===== src/rtl/tsr_pkg.sv =====
`default_nettype none

package tsr_pkg;

  // Video memory geometry.
  localparam int unsigned VRAM_DEPTH = 8192;
  localparam int unsigned VRAM_AW    = 13;
  // The background tile map starts at this video offset.
  localparam logic [VRAM_AW-1:0] MAP_BASE = 13'h1800;
  // Last video address, where the clearing sweep ends.
  localparam logic [VRAM_AW-1:0] VRAM_LAST = 13'h1FFF;

  // Register indexes of the configuration port.
  localparam logic CFG_SCROLL_Y = 1'b0;
  localparam logic CFG_SCROLL_X = 1'b1;

  // Item kinds carried in the input tuser.
  typedef enum logic [1:0] {
    MODE_VRAM   = 2'd0,
    MODE_OBJ    = 2'd1,
    MODE_RENDER = 2'd2
  } mode_e;

  // Source of the video memory read address.
  typedef enum logic [2:0] {
    VSEL_MAP    = 3'd0,
    VSEL_BG_LO  = 3'd1,
    VSEL_BG_HI  = 3'd2,
    VSEL_OBJ_LO = 3'd3,
    VSEL_OBJ_HI = 3'd4
  } vsel_e;

  // Controller states.
  typedef enum logic [3:0] {
    ST_CLEAR   = 4'd0,
    ST_IDLE    = 4'd1,
    ST_BG_MAP  = 4'd2,
    ST_BG_LO   = 4'd3,
    ST_BG_HI   = 4'd4,
    ST_BG_COL  = 4'd5,
    ST_OBJ_RD  = 4'd6,
    ST_OBJ_CHK = 4'd7,
    ST_OBJ_LO  = 4'd8,
    ST_OBJ_HI  = 4'd9,
    ST_EMIT    = 4'd10
  } state_e;

  // Commands from the controller to the datapath.
  typedef struct packed {
    vsel_e vsel;
    logic  clr_step;
    logic  take_item;
    logic  cap_bg_tile;
    logic  cap_obj;
    logic  cap_lo;
    logic  bg_color;
    logic  obj_color;
    logic  idx_inc;
    logic  emit;
  } cmd_t;

  // Status from the datapath to the controller.
  typedef struct packed {
    logic clr_done;
    logic covered;
    logic last_obj;
    logic on_line;
    logic out_free;
  } status_t;

  // Two-bit color of one tile pixel; the leftmost pixel sits in bit 7.
  function automatic logic [1:0] pixel_color(logic [7:0] lo, logic [7:0] hi,
                                             logic [2:0] col);
    logic [2:0] b;
    b = 3'd7 - col;
    return {hi[b], lo[b]};
  endfunction

endpackage

`default_nettype wire


===== src/rtl/tsr_ctrl.sv =====
`default_nettype none

// Sequencer for the clearing sweep, write items and the per-pixel render walk.
module tsr_ctrl (
  input  wire logic             clk_i,
  input  wire logic             rst_ni,
  input  wire logic             s_tvalid_i,
  input  wire logic [1:0]       mode_i,
  output logic                  s_tready_o,
  input  wire tsr_pkg::status_t status_i,
  output tsr_pkg::cmd_t         cmd_o
);

  tsr_pkg::state_e state_q, state_d;

  // State register.
  always_ff @(posedge clk_i or negedge rst_ni) begin
    if (!rst_ni) begin
      state_q <= tsr_pkg::ST_CLEAR;
    end else begin
      state_q <= state_d;
    end
  end

  // Next state and commands.
  always_comb begin
    state_d    = state_q;
    s_tready_o = 1'b0;
    cmd_o      = '0;
    cmd_o.vsel = tsr_pkg::VSEL_MAP;
    case (state_q)
      tsr_pkg::ST_CLEAR: begin
        cmd_o.clr_step = 1'b1;
        if (status_i.clr_done) begin
          state_d = tsr_pkg::ST_IDLE;
        end
      end
      tsr_pkg::ST_IDLE: begin
        s_tready_o = 1'b1;
        if (s_tvalid_i) begin
          cmd_o.take_item = 1'b1;
          if (tsr_pkg::mode_e'(mode_i) == tsr_pkg::MODE_RENDER) begin
            state_d = tsr_pkg::ST_BG_MAP;
          end
        end
      end
      tsr_pkg::ST_BG_MAP: begin
        cmd_o.vsel = tsr_pkg::VSEL_MAP;
        state_d    = tsr_pkg::ST_BG_LO;
      end
      tsr_pkg::ST_BG_LO: begin
        cmd_o.vsel        = tsr_pkg::VSEL_BG_LO;
        cmd_o.cap_bg_tile = 1'b1;
        state_d           = tsr_pkg::ST_BG_HI;
      end
      tsr_pkg::ST_BG_HI: begin
        cmd_o.vsel   = tsr_pkg::VSEL_BG_HI;
        cmd_o.cap_lo = 1'b1;
        state_d      = tsr_pkg::ST_BG_COL;
      end
      tsr_pkg::ST_BG_COL: begin
        cmd_o.bg_color = 1'b1;
        state_d = status_i.on_line ? tsr_pkg::ST_OBJ_RD : tsr_pkg::ST_EMIT;
      end
      tsr_pkg::ST_OBJ_RD: begin
        state_d = tsr_pkg::ST_OBJ_CHK;
      end
      tsr_pkg::ST_OBJ_CHK: begin
        if (status_i.covered) begin
          cmd_o.vsel    = tsr_pkg::VSEL_OBJ_LO;
          cmd_o.cap_obj = 1'b1;
          state_d       = tsr_pkg::ST_OBJ_LO;
        end else if (status_i.last_obj) begin
          state_d = tsr_pkg::ST_EMIT;
        end else begin
          cmd_o.idx_inc = 1'b1;
          state_d       = tsr_pkg::ST_OBJ_RD;
        end
      end
      tsr_pkg::ST_OBJ_LO: begin
        cmd_o.vsel   = tsr_pkg::VSEL_OBJ_HI;
        cmd_o.cap_lo = 1'b1;
        state_d      = tsr_pkg::ST_OBJ_HI;
      end
      tsr_pkg::ST_OBJ_HI: begin
        cmd_o.obj_color = 1'b1;
        if (status_i.last_obj) begin
          state_d = tsr_pkg::ST_EMIT;
        end else begin
          cmd_o.idx_inc = 1'b1;
          state_d       = tsr_pkg::ST_OBJ_RD;
        end
      end
      tsr_pkg::ST_EMIT: begin
        if (status_i.out_free) begin
          cmd_o.emit = 1'b1;
          state_d    = tsr_pkg::ST_IDLE;
        end
      end
      default: begin
        state_d = tsr_pkg::ST_IDLE;
      end
    endcase
  end

`ifndef ASSERT_OFF
  // No item is taken while the memories are being cleared.
  a_no_take_in_clear: assert property (@(posedge clk_i) disable iff (!rst_ni)
    (state_q == tsr_pkg::ST_CLEAR) |-> !s_tready_o)
    else $error("item accepted during clearing sweep");

  // A render item always starts the background fetch on the next cycle.
  a_render_starts: assert property (@(posedge clk_i) disable iff (!rst_ni)
    (cmd_o.take_item && tsr_pkg::mode_e'(mode_i) == tsr_pkg::MODE_RENDER)
      |=> (state_q == tsr_pkg::ST_BG_MAP))
    else $error("render item did not start background fetch");

  // The object walk only advances after an object was examined.
  a_idx_step: assert property (@(posedge clk_i) disable iff (!rst_ni)
    cmd_o.idx_inc |-> (state_q == tsr_pkg::ST_OBJ_CHK || state_q == tsr_pkg::ST_OBJ_HI))
    else $error("object index stepped outside the object walk");
`endif

endmodule

`default_nettype wire


===== config.mk =====
export PLATFORM = sky130hd
export DESIGN_NAME = tsr_ctrl
export DESIGN_NICKNAME = d
export VERILOG_FILES = /design/src/rtl/tsr_pkg.sv /design/src/rtl/tsr_ctrl.sv
export SDC_FILE = /design/constraint.sdc
export NUM_CORES = 1
export LEC_CHECK = 0
export BUFFER_PORTS_ARGS = -buffer_cell sky130_fd_sc_hd__buf_2
export CORE_AREA = 5 5 42 44
export CTS_CLUSTER_SIZE = 28
export DETAILED_ROUTE_END_ITERATION = 6
export DIE_AREA = 0 0 47 49
export PLACE_DENSITY = 0.61
export SLEW_MARGIN = 20
export SYNTH_ARGS = -nofsm -noshare
export SYNTH_HDL_FRONTEND = slang
export SYNTH_SLANG_ARGS = --single-unit

===== constraint.sdc =====
create_clock -name clk_i -period 1.1 [get_ports clk_i]
set_clock_uncertainty 0.05 [all_clocks]
set_input_delay 0.165 -clock clk_i [delete_from_list [all_inputs] [get_ports clk_i]]
set_output_delay 0.165 -clock clk_i [all_outputs]
set_load 0.05 [all_outputs]

==> key figures <==
Clock network
  – H-tree depth reported by CTS: 1
  – Worst skew pair latency: 0.23 ns
  – Clock root buffer master: clkbuf_4
  – Cts bufs inserted: 3
  – Clk buf depth: 2
  – Clock slew at reported path FFs: 0.04 ns
  – Sink Count: 4
  – CTS tree: done

Placement
  – Port Buf Inserts: 22
  – Post-DP Area: 724 µm²
  – Pre-CTS setup slack: -0.423 ns
  – Placed cell count: 105
  – Post-DP HPWL: 1040 µm
  – Gpl congestion: 0.797

Die
  – I/O Pins: 23
  – FP Rows: 14
  – Die height: 49 µm
  – Core area: 1400 µm²
  – Starting Density: 29.0%
  – Die Wd: 47 µm
  – Die Area: 2300 µm²

Routing
  – Post-DR wirelength/cell: 16.8 µm
  – Drt drc: 0
  – Routed WL: 2110 µm
  – Drt first pass iters: 4
  – Vias: 668
  – Initial DRC count: 3
  – Vias per cell: 5.30
  – Post-DRT Antenna Nets: 0

STA
  – Least-Margin Pin Slew: 0.239 ns
  – Highest Clock Rate: 617 MHz
  – Final Slew Violations: 0
  – Hold Vio Cnt, Final: 0
  – RSZ-0062 raised after global routing: true
  – Fin crit share: 147%
  – Setup ws final: -0.522 ns
  – Slew Limit Headroom: 84.0%
  – Setup Viol. Count Final: 17
  – Post-layout min period: 1.62 ns

Finish
  – Top reg by flops: state_q
  – Layout area overhead: 169%
  – Share of layout cells above drive strength 1: 79.1%
  – FF/Latch Area: 105 µm²
  – Fin area: 1090 µm²
  – Nets@finish: 122
  – Multi-input logic area: 452 µm²
  – Largest register FFs: 4
  – Largest registers: state_q x4
  – Filler Cells Inserted: 95
  – Fin cells: 126
  – Diode count: 0

Synth
  – Post-synth top area cell: dfrtp_1
  – Top post-synthesis cells by area: dfrtp_1 (25%), nand2b_1 (7.7%), nor3_1 (7.4%)
  – Cell area after synthesis: 407 µm²
  – Post-Syn Nets: 65
  – Netlist cell types: 27
  – Synth top area share: 24.6%
  – Syn Inst Count: 55
  – Most frequent cells after synthesis: nor2_1 (7), nor3_1 (6), nand2b_1 (5)
  – Synth async-reset ratio: 100%
  – Mean Syn Cell Area: 7.39 µm²
  – Post-synth EDFFs: 0
  – Prevailing post-synth register cell: dfrtp_1
  – Sequential fraction of the synthesis area: 24.6%
  – YS warnings: 0
  – Seq cells post-synth: 4
  – Top-count cell post-synth: nor2_1

Setup path
  – R2r endpoint: state_q[0]$_DFFE_PN0P_
  – Startpoint types: flip-flop
  – CP endpoint kind: flip-flop
  – FF-to-FF path depth: 5
  – Crit Path Max Fanout: 6
  – Worst r2r src: state_q[2]$_DFFE_PN0P_
  – Reg2reg setup slack: -0.52 ns
  – Worst path required time: 1.21 ns
  – Worst path arrival time: 1.73 ns
  – Crit Path Class: reg -> reg

Status
  – Failing checks: negative setup slack
  – Status: finished, violations left

Flow run
  – MaxCap Viol Count: 0

Global route
  – Congestion Overflow GR: 0
  – Global Route Usage Sum: 16.6%
  – Vias in the first global route: 667
  – First-pass GRT wire length: 2890 µm
  – Pin count of the biggest net entering global routing: 9
  – Initial antenna violation count: 0

Pwr
  – Pwr/cell area: 3210 nW/µm²
  – Power Total: 3.51 mW
  – Pleak: 0.498 nW
  – Peak supply drop: 1.88 mV

Hold path
  – HP Class: in -> async
-- power by group --
| part | switching [mW] | leakage (nW) | internal, mW |
|---|---|---|---|
| Combinational | 1.51 | 0.440 | 1.45 |
| Clock | 0.0583 | 0.0138 | 0.122 |
| Sequential | 0.147 | 0.0446 | 0.229 |
-- critical path, stage by stage (launching register included) --
cell and delay, ns:
dfrtp_2 0.44, buf_6 0.15, buf_6 0.11, or3_1 0.38, o211ai_1 0.21, o31a_1 0.20
-- stage by stage --
step,TNS [ns],utilization (%),hold slack (ns)
detailed placement,-5.82,51.7,-0.0806
global placement,-5.53,51.7,-0.0812
finish,-6.97,78.0,0.212
floorplan,-4.84,-,-0.181
global route,-7.78,78.0,0.225
CTS,-6.58,72.2,0.204
-- worst max-delay path by stage --
| stage | cells after the start | to | start |
|---|---|---|---|
| detailed placement | 3 | cmd_o[0] | state_q[2]$_DFFE_PN0P_ |
| finish | 5 | state_q[0]$_DFFE_PN0P_ | state_q[2]$_DFFE_PN0P_ |
| global route | 5 | state_q[0]$_DFFE_PN0P_ | state_q[2]$_DFFE_PN0P_ |
| global placement | 4 | cmd_o[2] | state_q[1]$_DFFE_PN0P_ |
| floorplan | 3 | cmd_o[7] | state_q[2]$_DFFE_PN0P_ |
| CTS | 3 | cmd_o[8] | state_q[1]$_DFFE_PN0P_ |
-- cell usage in the layout, fill, tap and decap left out, types with 2 or more instances in the layout --
| cell type | n |
|---|---|
| o21ai_0 | 2 |
| nor3_4 | 4 |
| nor3_1 | 2 |
| buf_2 | 9 |
| a21oi_4 | 2 |
| buf_4 | 24 |
| nor2_2 | 4 |
| clkbuf_4 | 3 |
| nand2b_4 | 4 |
| nor2_4 | 2 |
| buf_8 | 2 |
| dfrtp_2 | 4 |
| buf_6 | 20 |
| a21oi_1 | 2 |
-- area by class of cell --
| class | instances | area share (%) |
|---|---|---|
| timing repair buffer | 56 | 44.9 |
| multi-input combinational | 46 | 41.3 |
| sequential | 4 | 9.61 |
| clock buffer | 3 | 2.06 |
| tap | 16 | 1.83 |
| inverter | 1 | 0.343 |
-- per-layer routing --
layer	part of all wire [%]	track usage [%]	up-vias	wire, µm
li1	-	-	316	-
met1	36	19.6	316	764
met2	54	28.1	26	1140
met3	6.3	3.69	10	133
met4	3.6	5.99	0	75
met5	0	0	-	0
-- logic make-up (layout without fill, tap and decap cells) --
kind of cell           count (synthesis)  in the layout  synth area share, %
buffers and inverters                  5             60                 6.46
DFF                                    4              4                 24.6
AOI/OAI and AO/OA                     15             15                 25.2
and+or+nand+nor                       31             31                 43.7
-- what timing repair did --
action / in CTS / in global routing
hold endpoints to repair: 4 / 0
endpoints found under the setup margin: 17 / 17
setup buffers: 13 / 6
gates resized for setup: 54 / 11
hold buffers: 1 / 0
pin swaps: 5 / 8
Note: power is estimated with default switching activity, not from simulation.
